[src/rtl/core/lpfr_pkg.sv]
// shared constants, types and helpers for the lru page frame replacer
// no dependencies; compiled first
`default_nettype none

package lpfr_pkg;

	// default geometry of the frame table
	localparam int unsigned DEF_NUM_FRAMES    = 8;
	localparam int unsigned DEF_NUM_PAGES     = 16;
	localparam int unsigned DEF_NUM_PROCESSES = 2;

	// saturating age counter per frame
	localparam int unsigned        AGE_W   = 4;
	localparam logic [AGE_W-1:0]   AGE_MAX = {AGE_W{1'b1}};

	// bits needed for an identifier with n distinct values, at least one
	function automatic int unsigned id_width(input int unsigned n);
		int unsigned w;
		w = (n > 1) ? $clog2(n) : 1;
		return w;
	endfunction

endpackage

`default_nettype wire

[src/rtl/core/lpfr_if.sv]
// valid/ready channel interfaces for lookup and result beats
// depends on lpfr_pkg for default widths
`default_nettype none

interface lpfr_lookup_if
	import lpfr_pkg::*;
#(
	parameter int unsigned PROC_W = id_width(DEF_NUM_PROCESSES),
	parameter int unsigned PAGE_W = id_width(DEF_NUM_PAGES)
);
	logic              valid;
	logic              ready;
	logic [PROC_W-1:0] process_id;
	logic [PAGE_W-1:0] page_number;

	modport source (output valid, process_id, page_number, input ready);
	modport sink   (input valid, process_id, page_number, output ready);
endinterface

interface lpfr_result_if
	import lpfr_pkg::*;
#(
	parameter int unsigned PROC_W = id_width(DEF_NUM_PROCESSES),
	parameter int unsigned PAGE_W = id_width(DEF_NUM_PAGES),
	parameter int unsigned IDX_W  = $clog2(DEF_NUM_FRAMES)
);
	logic              valid;
	logic              ready;
	logic              hit;
	logic [IDX_W-1:0]  frame_index;
	logic              victim_valid;
	logic [PROC_W-1:0] victim_process;
	logic [PAGE_W-1:0] victim_page;

	modport source (output valid, hit, frame_index, victim_valid, victim_process,
		victim_page, input ready);
	modport sink   (input valid, hit, frame_index, victim_valid, victim_process,
		victim_page, output ready);
endinterface

`default_nettype wire

[src/rtl/core/lpfr_cell.sv]
// one frame of the replacer: holds valid, owner, page and age, and folds
// its entry into the scan token passed along the chain; uses lpfr_pkg
`default_nettype none

module lpfr_cell
	import lpfr_pkg::*;
#(
	parameter int unsigned NUM_FRAMES = DEF_NUM_FRAMES,
	parameter int unsigned IDX        = 0,
	parameter int unsigned PROC_W     = id_width(DEF_NUM_PROCESSES),
	parameter int unsigned PAGE_W     = id_width(DEF_NUM_PAGES),
	parameter type         tok_t      = logic,
	parameter type         upd_t      = logic
) (
	input  wire logic              clk,
	input  wire logic              arst_n,
	input  wire logic [PROC_W-1:0] query_proc,
	input  wire logic [PAGE_W-1:0] query_page,
	input  wire tok_t              tok_in,
	output tok_t                   tok_out,
	input  wire upd_t              upd
);

	localparam int unsigned IDX_W = $clog2(NUM_FRAMES);
	localparam logic [IDX_W-1:0] MY_IDX = IDX_W'(IDX);

	logic              valid_q;
	logic [PROC_W-1:0] owner_q;
	logic [PAGE_W-1:0] page_q;
	logic [AGE_W-1:0]  age_q;
	tok_t              tok_q;
	tok_t              tok_nxt;
	logic              match;
	logic              take_best;

	assign match     = valid_q && (owner_q == query_proc) && (page_q == query_page);
	assign take_best = (IDX == 0) || (age_q > tok_in.best_age);

	always_comb begin
		tok_nxt = tok_in;
		if (!tok_in.found && match) begin
			tok_nxt.found   = 1'b1;
			tok_nxt.hit_idx = MY_IDX;
		end
		if (!tok_in.free_found && !valid_q) begin
			tok_nxt.free_found = 1'b1;
			tok_nxt.free_idx   = MY_IDX;
		end
		if (take_best) begin
			tok_nxt.best_age   = age_q;
			tok_nxt.best_idx   = MY_IDX;
			tok_nxt.best_owner = owner_q;
			tok_nxt.best_page  = page_q;
		end
	end

	always_ff @(posedge clk or negedge arst_n) begin
		if (!arst_n) begin
			tok_q <= '0;
		end else begin
			tok_q <= tok_nxt;
		end
	end

	assign tok_out = tok_q;

	// frame state update on the broadcast commit
	always_ff @(posedge clk or negedge arst_n) begin
		if (!arst_n) begin
			valid_q <= 1'b0;
			owner_q <= '0;
			page_q  <= '0;
			age_q   <= '0;
		end else if (upd.en) begin
			if (upd.idx == MY_IDX) begin
				age_q <= '0;
				if (upd.load) begin
					valid_q <= 1'b1;
					owner_q <= query_proc;
					page_q  <= query_page;
				end
			end else if (valid_q && (age_q != AGE_MAX)) begin
				age_q <= age_q + AGE_W'(1);
			end
		end
	end

endmodule

`default_nettype wire

[src/rtl/core/lru_page_frame_replacer.sv]
// top level of the lru page frame replacer: controller, chain of frame cells
// and result register; depends on lpfr_pkg, lpfr_if and lpfr_cell
//
// usage
//   lookup channel: one beat per page reference (process_id, page_number)
//   result channel: one beat per reference (hit, frame_index, victim_valid,
//     victim_process, victim_page); a victim is reported only when an
//     occupied frame is evicted, its fields are zero otherwise
// timing
//   a scan token walks the frame chain one cell per cycle, from the start
//   register through every cell register to the final token register; the
//   commit then waits until the result register is free and loads the result
//   beat; the next lookup beat is taken only once the commit is done
//   one reference is in the chain at a time; lookup ready is high when idle
// reset
//   arst_n clears all frames to free, the scan chain and the valid flag of the result register
// stall
//   a pending result beat does not block the next lookup; the chain scans
//   and waits to commit until the result register has been emptied
`default_nettype none

module lru_page_frame_replacer
	import lpfr_pkg::*;
#(
	parameter int unsigned NUM_FRAMES    = DEF_NUM_FRAMES,
	parameter int unsigned NUM_PAGES     = DEF_NUM_PAGES,
	parameter int unsigned NUM_PROCESSES = DEF_NUM_PROCESSES
) (
	input  wire logic     clk,
	input  wire logic     arst_n,
	lpfr_lookup_if.sink   lookup,
	lpfr_result_if.source result
);

	localparam int unsigned IDX_W  = $clog2(NUM_FRAMES);
	localparam int unsigned PROC_W = id_width(NUM_PROCESSES);
	localparam int unsigned PAGE_W = id_width(NUM_PAGES);

	// controller states
	localparam logic [1:0] ST_IDLE = 2'd0;
	localparam logic [1:0] ST_SCAN = 2'd1;
	localparam logic [1:0] ST_UPD  = 2'd2;

	// scan token: first hit, first free frame, oldest frame so far
	typedef struct packed {
		logic              valid;
		logic              found;
		logic [IDX_W-1:0]  hit_idx;
		logic              free_found;
		logic [IDX_W-1:0]  free_idx;
		logic [AGE_W-1:0]  best_age;
		logic [IDX_W-1:0]  best_idx;
		logic [PROC_W-1:0] best_owner;
		logic [PAGE_W-1:0] best_page;
	} tok_t;

	// commit broadcast to all cells
	typedef struct packed {
		logic             en;
		logic             load;
		logic [IDX_W-1:0] idx;
	} upd_t;

	logic [1:0]        state_q;
	logic              start_q;
	logic [PROC_W-1:0] proc_q;
	logic [PAGE_W-1:0] page_q;
	tok_t              final_q;
	tok_t              chain [NUM_FRAMES+1];
	upd_t              upd;

	logic              accept;
	logic              out_free;
	logic              victim;

	logic              rvalid_q;
	logic              hit_q;
	logic [IDX_W-1:0]  idx_q;
	logic              vvalid_q;
	logic [PROC_W-1:0] vproc_q;
	logic [PAGE_W-1:0] vpage_q;

	assign lookup.ready = (state_q == ST_IDLE);
	assign accept       = lookup.valid && lookup.ready;
	assign out_free     = !rvalid_q || result.ready;

	// token enters the chain in the cycle after the lookup beat
	always_comb begin
		chain[0]       = '0;
		chain[0].valid = start_q;
	end

	for (genvar i = 0; i < NUM_FRAMES; i++) begin : g_cell
		lpfr_cell #(
			.NUM_FRAMES (NUM_FRAMES),
			.IDX        (i),
			.PROC_W     (PROC_W),
			.PAGE_W     (PAGE_W),
			.tok_t      (tok_t),
			.upd_t      (upd_t)
		) u_cell (
			.clk        (clk),
			.arst_n     (arst_n),
			.query_proc (proc_q),
			.query_page (page_q),
			.tok_in     (chain[i]),
			.tok_out    (chain[i+1]),
			.upd        (upd)
		);
	end

	// pick the frame: hit, else lowest free, else oldest
	always_comb begin
		upd.en   = (state_q == ST_UPD) && out_free;
		upd.load = 1'b1;
		upd.idx  = final_q.best_idx;
		victim   = 1'b0;
		if (final_q.found) begin
			upd.load = 1'b0;
			upd.idx  = final_q.hit_idx;
		end else if (final_q.free_found) begin
			upd.idx  = final_q.free_idx;
		end else begin
			victim   = 1'b1;
		end
	end

	// controller
	always_ff @(posedge clk or negedge arst_n) begin
		if (!arst_n) begin
			state_q <= ST_IDLE;
			start_q <= 1'b0;
		end else begin
			start_q <= accept;
			case (state_q)
				ST_IDLE: begin
					if (accept) begin
						state_q <= ST_SCAN;
					end
				end
				ST_SCAN: begin
					if (chain[NUM_FRAMES].valid) begin
						state_q <= ST_UPD;
					end
				end
				ST_UPD: begin
					if (out_free) begin
						state_q <= ST_IDLE;
					end
				end
				default: begin
					state_q <= ST_IDLE;
				end
			endcase
		end
	end

	// query and tail token capture
	always_ff @(posedge clk) begin
		if (accept) begin
			proc_q <= lookup.process_id;
			page_q <= lookup.page_number;
		end
		if ((state_q == ST_SCAN) && chain[NUM_FRAMES].valid) begin
			final_q <= chain[NUM_FRAMES];
		end
	end

	// result register
	always_ff @(posedge clk or negedge arst_n) begin
		if (!arst_n) begin
			rvalid_q <= 1'b0;
		end else if (upd.en) begin
			rvalid_q <= 1'b1;
		end else if (result.ready) begin
			rvalid_q <= 1'b0;
		end
	end

	always_ff @(posedge clk) begin
		if (upd.en) begin
			hit_q    <= final_q.found;
			idx_q    <= upd.idx;
			vvalid_q <= victim;
			vproc_q  <= victim ? final_q.best_owner : '0;
			vpage_q  <= victim ? final_q.best_page : '0;
		end
	end

	assign result.valid          = rvalid_q;
	assign result.hit            = hit_q;
	assign result.frame_index    = idx_q;
	assign result.victim_valid   = vvalid_q;
	assign result.victim_process = vproc_q;
	assign result.victim_page    = vpage_q;

	// a commit never overwrites a result beat still waiting
	a_no_overwrite: assert property (@(posedge clk) disable iff (!arst_n)
		upd.en |-> (!rvalid_q || result.ready))
		else $error("result register overwritten");

	// the scan token only reaches the tail while scanning
	a_tail_in_scan: assert property (@(posedge clk) disable iff (!arst_n)
		chain[NUM_FRAMES].valid |-> (state_q == ST_SCAN))
		else $error("scan token at tail outside scan");

	// a lookup beat launches exactly one token into the chain
	a_launch: assert property (@(posedge clk) disable iff (!arst_n)
		accept |=> (start_q && (state_q == ST_SCAN)))
		else $error("token not launched after lookup beat");

	// a hit never reports a victim
	a_hit_no_victim: assert property (@(posedge clk) disable iff (!arst_n)
		(rvalid_q && hit_q) |-> !vvalid_q)
		else $error("hit reported with victim");

endmodule

`default_nettype wire
[src/flat_wrapper.sv]
// flat-port wrapper written by rule: the top's interface ports become plain ports
module lru_page_frame_replacer_flat import lpfr_pkg::*;
#(
	parameter int unsigned NUM_FRAMES    = DEF_NUM_FRAMES,
	parameter int unsigned NUM_PAGES     = DEF_NUM_PAGES,
	parameter int unsigned NUM_PROCESSES = DEF_NUM_PROCESSES
)
  (clk, arst_n, lookup_valid, lookup_process_id, lookup_page_number, lookup_ready, result_valid, result_hit, result_frame_index, result_victim_valid, result_victim_process, result_victim_page, result_ready);
  lpfr_lookup_if lookup_i ();
  lpfr_result_if result_i ();
  input  wire logic clk;
  input  wire logic arst_n;
  input wire logic [$bits(lookup_i.valid)-1:0] lookup_valid;
  input wire logic [$bits(lookup_i.process_id)-1:0] lookup_process_id;
  input wire logic [$bits(lookup_i.page_number)-1:0] lookup_page_number;
  output wire logic [$bits(lookup_i.ready)-1:0] lookup_ready;
  output wire logic [$bits(result_i.valid)-1:0] result_valid;
  output wire logic [$bits(result_i.hit)-1:0] result_hit;
  output wire logic [$bits(result_i.frame_index)-1:0] result_frame_index;
  output wire logic [$bits(result_i.victim_valid)-1:0] result_victim_valid;
  output wire logic [$bits(result_i.victim_process)-1:0] result_victim_process;
  output wire logic [$bits(result_i.victim_page)-1:0] result_victim_page;
  input wire logic [$bits(result_i.ready)-1:0] result_ready;
  assign lookup_i.valid = lookup_valid;
  assign lookup_i.process_id = lookup_process_id;
  assign lookup_i.page_number = lookup_page_number;
  assign lookup_ready = lookup_i.ready;
  assign result_valid = result_i.valid;
  assign result_hit = result_i.hit;
  assign result_frame_index = result_i.frame_index;
  assign result_victim_valid = result_i.victim_valid;
  assign result_victim_process = result_i.victim_process;
  assign result_victim_page = result_i.victim_page;
  assign result_i.ready = result_ready;
  lru_page_frame_replacer #(.NUM_FRAMES(NUM_FRAMES), .NUM_PAGES(NUM_PAGES), .NUM_PROCESSES(NUM_PROCESSES)) u_core (.clk(clk), .arst_n(arst_n), .lookup(lookup_i), .result(result_i));
endmodule
[config.mk]
export PLATFORM = sky130hd
export DESIGN_NAME = lru_page_frame_replacer_flat
export DESIGN_NICKNAME = d
export VERILOG_FILES = /design/src/rtl/core/lpfr_pkg.sv /design/src/rtl/core/lpfr_if.sv /design/src/rtl/core/lpfr_cell.sv /design/src/rtl/core/lru_page_frame_replacer.sv /design/src/flat_wrapper.sv
export SDC_FILE = /design/constraint.sdc
export NUM_CORES = 1
export LEC_CHECK = 0
export BUFFER_PORTS_ARGS = -buffer_cell sky130_fd_sc_hd__buf_4
export CAP_MARGIN = 15
export CORE_MARGIN = 4
export CORE_UTILIZATION = 45
export CTS_BUF_LIST = sky130_fd_sc_hd__clkbuf_8
export DETAILED_ROUTE_END_ITERATION = 16
export GPL_TIMING_DRIVEN = 0
export PLACE_DENSITY = 0.6
export SYNTH_ARGS = -nofsm -noshare
export SYNTH_HDL_FRONTEND = slang
export SYNTH_SLANG_ARGS = --single-unit
export TNS_END_PERCENT = 5
[constraint.sdc]
create_clock -name clk -period 2.75 [get_ports clk]
set_input_delay 0.55 -clock clk [delete_from_list [all_inputs] [get_ports clk]]
set_output_delay 0.55 -clock clk [all_outputs]
set_load 0.01 [all_outputs]
Word-level counts from Yosys, hierarchy flattened:

Cells that the tools add are included.

* flip-flop bits (word level): 276
* bits of input ports: 9
* output and inout bits: 12
* logic and storage cells: 312

* add/sub/neg operators: 8
* $lt $le $gt $ge: 7
* equality and inequality tests: 36
* muxes and demuxes: 49
* bitwise operators: 1
* reductions and logical operators: 92

Operators by type and width (count)
* $mux 4: 32
* $mux 12: 6
* $logic_and 1x1->1: 41
* $add 4x1->4 const B: 8
* $eq 4x4->1: 8
* $ne 4x4->1 const B: 8
* $gt 4x4->1: 7
* $reduce_and 3->1: 9
* $logic_not 1->1: 22
* $reduce_bool 2->1: 9
* $reduce_and 2->1: 8
* $eq 3x3->1 const B: 4
* $eq 1x1->1: 8
* $mux 8: 1
* $eq 3x2->1 const B: 2
* $mux 2: 3
* $mux 3: 2
* $pmux 2 s3: 1
* $mux 1: 4
* $ne 2x2->1 const B: 2
* $eq 3x1->1 const B: 1
* $logic_not 3->1: 1
* $eq 2x1->1 const B: 1
* $eq 2x2->1 const B: 1
* 4 further kinds: 4

Logic depth before layout (Yosys ltp):

Gate-level depths: netlist of the first run.

* word-level depth: 5
* depth in mapped cells: 7
* depth with buffers taken out: 6

Cells and area by module:

From an unflattened synthesis of the first run, not the netlist that was laid out.

* cell total of the unflattened synthesis: 851
* area total of the unflattened synthesis: 11718.7 sq um

Modules (own cells, without submodules)
* lpfr_cell at u_core.g_cell[3].u_cell ...: times used 3, cells an instance 102, area each 1346.3 sq um, seq. area each 775.7 sq um
* lpfr_cell at u_core.g_cell[1].u_cell ...: times used 2, cells an instance 101, area each 1353.8 sq um, seq. area each 775.7 sq um
* lpfr_cell at u_core.g_cell[4].u_cell: times used 1, cells an instance 102, area each 1356.3 sq um, seq. area each 775.7 sq um
* lpfr_cell at u_core.g_cell[7].u_cell: times used 1, cells an instance 101, area each 1342.5 sq um, seq. area each 775.7 sq um
* lru_page_frame_replacer: times used 1, cells an instance 63, area each 1193.6 sq um, seq. area each 1031.0 sq um
* lpfr_cell at u_core.g_cell[0].u_cell: times used 1, cells an instance 77, area each 1079.8 sq um, seq. area each 700.7 sq um

Worst setup path before layout of the first run:

OpenSTA, ideal clock, no wires.

* path type: flip-flop to flip-flop
* start: register u_core.g_cell[5].u_cell.age_q[1]
* end: register u_core.g_cell[5].u_cell.tok_q, in the netlist u_core.g_cell[5].u_cell.tok_out[10]
* setup time: 125 ps
* arrival: 1771 ps
* data required time: 2625 ps
* slack: 854 ps
* stages on the path, launching flop included: 7
* path buffers: 1
* period minus slack after synthesis: 1896 ps
* cell sequence: dfrtp_1 ha_1 nor2b_1 o21ai_0 a21oi_1 clkbuf_1 mux2_2

RTL lines
* from (decl): line lpfr_cell.sv:30 `logic [AGE_W-1:0] age_q;`
* from (signal assigned): line lpfr_cell.sv:83 `age_q <= age_q + AGE_W'(1);`
* to (signal assigned): line lpfr_cell.sv:61 `tok_q <= tok_nxt;`
* to (decl): line lpfr_cell.sv:31 `tok_t tok_q;`

==> results of run 1 <==
[area by class of cell]
type                            count  area [um2]  area share, %
Tap cell                          313       391.6          3.282
Buffer                             20       96.34         0.8074
Clock inverter                     24       108.9         0.9122
Sequential cell                   258        6611          55.41
Multi-Input combinational cell    462        3615          30.29
Timing Repair Buffer               22       196.4          1.646
Clock buffer                       55       757.0          6.344
Antenna cell                        1       2.502        0.02097
Inverter                           41       153.9          1.290
[report_power, final]
part	switching (W)	internal, W
Sequential	0.000277	0.00445
Clock	0.00146	0.00180
Combinational	0.00116	0.00101
[per-layer routing]
metal	share of wire [%]	vias up	track usage [%]
met2	51	93	26.34
li1	-	2836	-
met4	2.4	0	5.436
met3	3.3	39	3.002
met5	0	-	0
met1	43	2977	19.54
[placed cells by master, fill, tap and decap left out, types with 19 or more instances in the layout]
cell type  count
a21oi_1       22
buf_4         20
clkbuf_8      55
dfrtp_1      227
edfxtp_1      31
ha_1          36
inv_1         54
mux2_2       100
nand2b_1      19
nand3_1       25
nand4_1       22
nor2_1        36
nor2b_1       22
o21ai_0       30
or2_2         25
xnor2_1       42
[metrics by stage]
stage | TNS [ns] | total power, W | hold slack [ns] | utilization (%)
after floorplan | 0 | 0.006320 | 0.2544 | -
after global placement | -98.97 | 0.006877 | 0.3326 | 48.37
after detailed placement | 0 | 0.007007 | 0.3378 | 48.57
after CTS | 0 | 0.01036 | 0.05487 | 52.38
after global routing | 0 | 0.01079 | 0.09373 | 52.38
final | 0 | 0.01016 | 0.07110 | 52.39
[logic make-up (layout without fill, tap and decap cells)]
logic type,Yosys count,after routing
simple gates,200,200
buf+inv,61,162
fa+ha+maj,36,36
flops,258,258
compound gates,66,66
xor+xnor,48,48
mux,112,112
other cells,0,1
[state kept, by name (all words and copies together), names as in the netlist, 2 cells and up]
register                      cells
u_core.g_cell.u_cell.tok_out    143
u_core.g_cell.u_cell.age_q       32
u_core.g_cell.u_cell.page_q      32
u_core.final_q                   16
u_core.g_cell.u_cell.owner_q      8
u_core.g_cell.u_cell.valid_q      8
u_core.page_q                     4
u_core.result.victim_page         4
u_core.result.frame_index         3
u_core.state_q                    2
[worst reg2reg max path, cell delays in order (launching register included)]
cell and delay, ns:
dfrtp_1 0.42, ha_1 0.32, nor2b_1 0.12, o21ai_0 0.09, a21oi_1 0.33, clkbuf_1 0.50
mux2_2 0.41
[worst max path at each step]
stage	endpoint	startpoint
6_report	u_core.g_cell[6].u_cell.tok_out[8]	u_core.g_cell[6].u_cell.age_q[1]
5_1_grt	u_core.g_cell[6].u_cell.tok_out[9]	u_core.g_cell[6].u_cell.age_q[0]
4_1_cts	u_core.g_cell[6].u_cell.tok_out[8]	u_core.g_cell[6].u_cell.age_q[1]
3_5_place_dp	u_core.g_cell[1].u_cell.age_q[0]	result_ready
3_3_place_gp	u_core.g_cell[0].u_cell.tok_out[10]	arst_n
2_1_floorplan	u_core.g_cell[5].u_cell.tok_out[10]	u_core.g_cell[5].u_cell.age_q[1]
==> flow_summary.json, run 1 <==
{
  "postRouteAntennaNets": 0,
  "vias": 5945,
  "fin_cells": 1196,
  "io_buffers": 20,
  "drv_cap": 0,
  "cts_buffer_depth": 3,
  "synthTopCellsByArea": "dfrtp_1, mux2_2, edfxtp_1",
  "cp-start-kind": "flop",
  "synth-compound-area-share_pct": 3.499,
  "yosys.area.top_type_share_pct": 54.22,
  "yosysSeqAreaShare_pct": 63.11,
  "cp_slowest_cell": "clkbuf_1",
  "place.gp.congestion": 0.7884,
  "ys_ff_latch": 258,
  "initial_utilization_pct": 45.99,
  "setup_viol": 0,
  "report.final.slew_viol_count": 0,
  "die_x_um": 160.6,
  "drc": 0,
  "status": "complete, no violations",
  "design_area_um2": 11930,
  "synth-simple-area-share_pct": 10.63,
  "synth_area_um2": 10480,
  "rsz0062_at_grt": "false",
  "yosysTopAreaCell": "dfrtp_1",
  "place_inst": 1116,
  "cts_buffers": 43,
  "crit_path_cell_trace": "ha_1 > nor2b_1 > o21ai_0 > a21oi_1 > clkbuf_1 > mux2_2",
  "grt_usage_pct": 15.36,
  "cts_resized": 0,
  "place_ws_ns": 0.3043,
  "min_period_over_period_pct": 83.95,
  "drtIter0Drc": 293,
  "die_y_um": 160.6,
  "r2r_start": "u_core.g_cell[6].u_cell.age_q[1]",
  "peakVddDrop_v": 0.0004310,
  "cts_setup_buffers": 0,
  "synth_top_family_by_area": "multiplexers",
  "path_depth": 6,
  "setup_ws_ns": 0.4413,
  "path_buf_inv": 1,
  "cts.clk_slew.worst_paths_ns": 0.06,
  "antenna_found_initial": 0,
  "reg2reg_slack_ns": 0.44,
  "max_freq_mhz": 433.1,
  "drt_first_pass_iters": 4,
  "syn_inst": 781,
  "grt_start_max_net_pins": 131,
  "worstSetupEndpointType": "flop",
  "synth_nets": 826,
  "coreArea_um2": 22780,
  "yosys_warnings": 0,
  "hold_path_class": "in2async",
  "synth_most_common_cell": "dfrtp_1",
  "leakage_nw": 5.595,
  "worst-r2r-cell-count": 6,
  "relSlewSlack_pct": 44.69,
  "hpwl_mm": 13.56,
  "die_area_um2": 25790,
  "synth_xor_area_share_pct": 4.013,
  "power_density_nw_per_um2": 851.1,
  "synth_edf_count": 31,
  "worst_pin_slew_ns": 0.8221,
  "critical_path_arrival_ns": 2.70,
  "h-tree-depth": 2,
  "pin_count": 21,
  "fillers": 1888,
  "row_count": 55,
  "holdBufCountCts": 0,
  "synthMuxAreaShare_pct": 12.06,
  "placedInstanceArea_um2": 11060,
  "drive_gt1_share_pct": 25.74,
  "slowest_delay_ns": 0.50,
  "nNetsFinal": 893,
  "grt_pass1_vias": 6359,
  "synthAdderAreaFrac_pct": 4.300,
  "clock-root-buffer": "clkbuf_8",
  "cts_tree": "built",
  "clk_latency_ns": 0.53,
  "fin_crit_ns": 2.309,
  "path_class": "reg2reg",
  "wirelength_mm": 19.11,
  "worstPathRequired_ns": 3.14,
  "final.setup_skew_ns": 0.02506,
  "synthDistinctLibCells": 37,
  "gr-total-overflow": 0,
  "clkSinkCount": 258,
  "reg2reg_to": "u_core.g_cell[6].u_cell.tok_out[8]",
  "grt_pass1_wl_mm": 32.12,
  "crit_fanout": 10,
  "via_per_inst": 4.971,
  "critical-path-top-delay-family": "buffers and inverters",
  "wl_per_cell_um": 15.97,
  "synth_commonest_cells": "dfrtp_1, mux2_2, xnor2_1, inv_1",
  "syn_to_final_growth_pct": 13.90,
  "async_reset_ff_share_pct": 87.98,
  "avgSynthCellArea_um2": 13.41,
  "synthFlopType": "dfrtp_1",
  "finalHoldViolCount": 0
}
(Power assumes the default switching activity.)
==> run 2, diff against run 1 <==
- PLACE_DENSITY: 0.6 -> 0.63
- clock period: 2.75 -> 2.06 ns (I/O delays scaled with it)
==> flow_summary.json, run 2 (synthesized netlist as in run 1, its figures left out) <==
{
  "cts_buffer_depth": 3,
  "final.setup_skew_ns": 0.01843,
  "reg2reg_to": "u_core.g_cell[0].u_cell.page_q[0]",
  "peakVddDrop_v": 0.0006750,
  "slowest_delay_ns": 0.41,
  "worstPathRequired_ns": 2.46,
  "coreArea_um2": 22780,
  "io_buffers": 20,
  "drtIter0Drc": 347,
  "setup_ws_ns": -0.02980,
  "grt_start_max_net_pins": 122,
  "cp_slowest_cell": "nand3_1",
  "row_count": 55,
  "initial_utilization_pct": 45.99,
  "fin_cells": 1193,
  "via_per_inst": 4.847,
  "drv_cap": 0,
  "die_y_um": 160.6,
  "wl_per_cell_um": 15.01,
  "drive_gt1_share_pct": 26.70,
  "reg2reg_slack_ns": -0.03,
  "worstSetupEndpointType": "flop",
  "pin_count": 21,
  "clock-root-buffer": "clkbuf_8",
  "min_to": "u_core.page_q[2]",
  "drc": 0,
  "final_common_cell": "dfrtp_1",
  "most-common-layout-cells": "dfrtp_1, mux2_2, inv_1",
  "report.final.slew_viol_count": 0,
  "hold_path_depth": 1,
  "cp-start-kind": "flop",
  "placedInstanceArea_um2": 11080,
  "syn_to_final_growth_pct": 14.44,
  "antenna-diode-count": 0,
  "die_area_um2": 25790,
  "crit_path_cell_trace": "buf_6 > mux2_2 > nor2_1 > nand3_1 > mux2_2",
  "gr-total-overflow": 0,
  "fillers": 1927,
  "min_period_over_period_pct": 101.4,
  "worst_pin_slew_ns": 0.8930,
  "max_freq_mhz": 478.5,
  "largest_register_ffs": 143,
  "status": "finished, violations left",
  "hold_path_startpoint": "lookup_page_number[2]",
  "grt_pass1_vias": 6101,
  "finalSetupTns_ns": -0.1515,
  "place.gp.congestion": 0.7550,
  "multi_input_area_um2": 3681,
  "clk_latency_ns": 0.53,
  "worst-r2r-cell-count": 5,
  "cts.clk_slew.worst_paths_ns": 0.06,
  "rsz0062_at_grt": "true",
  "hold_path_class": "in2reg",
  "r2r_start": "u_core.final_q[15]",
  "drt_first_pass_iters": 4,
  "critical_path_arrival_ns": 2.49,
  "crit_top_cell": "mux2_2",
  "grt_pass1_wl_mm": 30.62,
  "h-tree-depth": 2,
  "clkSinkCount": 258,
  "relSlewSlack_pct": 40.40,
  "antenna_found_initial": 0,
  "leakage_nw": 5.609,
  "place_inst": 1116,
  "crit_fanout": 6,
  "grt_usage_pct": 14.51,
  "nNetsFinal": 894,
  "die_x_um": 160.6,
  "violations": "setup timing",
  "regArea_um2": 6611,
  "design_area_um2": 11990,
  "power_density_nw_per_um2": 1124,
  "finalHoldViolCount": 0,
  "path_class": "reg2reg",
  "fin_crit_ns": 2.090,
  "wirelength_mm": 17.91,
  "hpwl_mm": 12.45,
  "setup_viol": 7,
  "cts_buffers": 43,
  "cts_tree": "built",
  "cts_setup_buffers": 0,
  "postRouteAntennaNets": 0,
  "post-route-util_pct": 52.63,
  "vias": 5783
}
run 2: changes by cell type in the layout (fill, tap and decap cells not counted), sizes merged:
| cell | before | now |
|---|---|---|
| clkbuf | 65 | 59 |
| bufinv | 0 | 1 |
| dlygate4sd3 | 0 | 1 |
| inv | 57 | 60 |
| diode | 1 | 0 |
| clkinv | 7 | 6 |
run 2: how the worst max path moves through the flow:
stage / startpoint / end / slack (ns) / cells after the start
after global routing: u_core.final_q[15] / u_core.g_cell[4].u_cell.age_q[0] / -0.10 / 6
after CTS: u_core.final_q[19] / u_core.g_cell[0].u_cell.age_q[0] / -0.16 / 6
after detailed placement: u_core.g_cell[5].u_cell.age_q[1] / u_core.g_cell[5].u_cell.tok_out[2] / -0.31 / 6
final: u_core.final_q[15] / u_core.g_cell[0].u_cell.page_q[0] / -0.03 / 5
after global placement: arst_n / u_core.g_cell[0].u_cell.page_q[3] / -1.13 / 1
after floorplan: u_core.g_cell[5].u_cell.age_q[1] / u_core.g_cell[5].u_cell.tok_out[10] / 0.16 / 6
run 2: metrics by stage:
stage	power (W)	setup slack, ns	hold WS [ns]
2_1_floorplan	0.008437	0.1640	0.1164
3_3_place_gp	0.009222	-1.131	0.3337
3_5_place_dp	0.009296	-0.3104	0.3378
4_1_cts	0.01368	-0.1554	0.01563
5_1_grt	0.01432	-0.1015	0.02254
6_report	0.01348	-0.02980	0.06124
run 2: area by class of cell:
type | instances | share of cell area (%)
flip-flops and latches | 258 | 55.15
multi-input cells | 462 | 30.70
clock buffers | 49 | 5.625
well taps | 313 | 3.267
repair buffers | 23 | 1.858
inverters | 41 | 1.284
clock inverters | 27 | 1.169
plain buffers | 20 | 0.9497
run 2: where the power goes:
| group | total (W) | switching [W] | internal, W |
|---|---|---|---|
| registers | 0.00629 | 0.000347 | 0.00595 |
| clock network | 0.00420 | 0.00191 | 0.00229 |
| logic | 0.00299 | 0.00157 | 0.00142 |
run 2: layer usage:
metal,global-route usage [%],routed length (um)
met5,0,0
met4,4.341,428
met3,2.771,641
met2,23.52,8467
met1,20.05,8372
run 2: repair_timing:
item	4_1_cts	5_1_grt
resized for setup	11	13
hold buffers	1	0
hold endpoints to repair	120	0
pin swaps	0	1
endpoints found under the setup margin	56	85
run 2: critical path, delay by kind of cell (launching register included):
kind	cells	cell delay [ns]
and+or+nand+nor	2	0.77
muxes	2	0.74
buffers and inverters	1	0.13
DFF	1	0.34
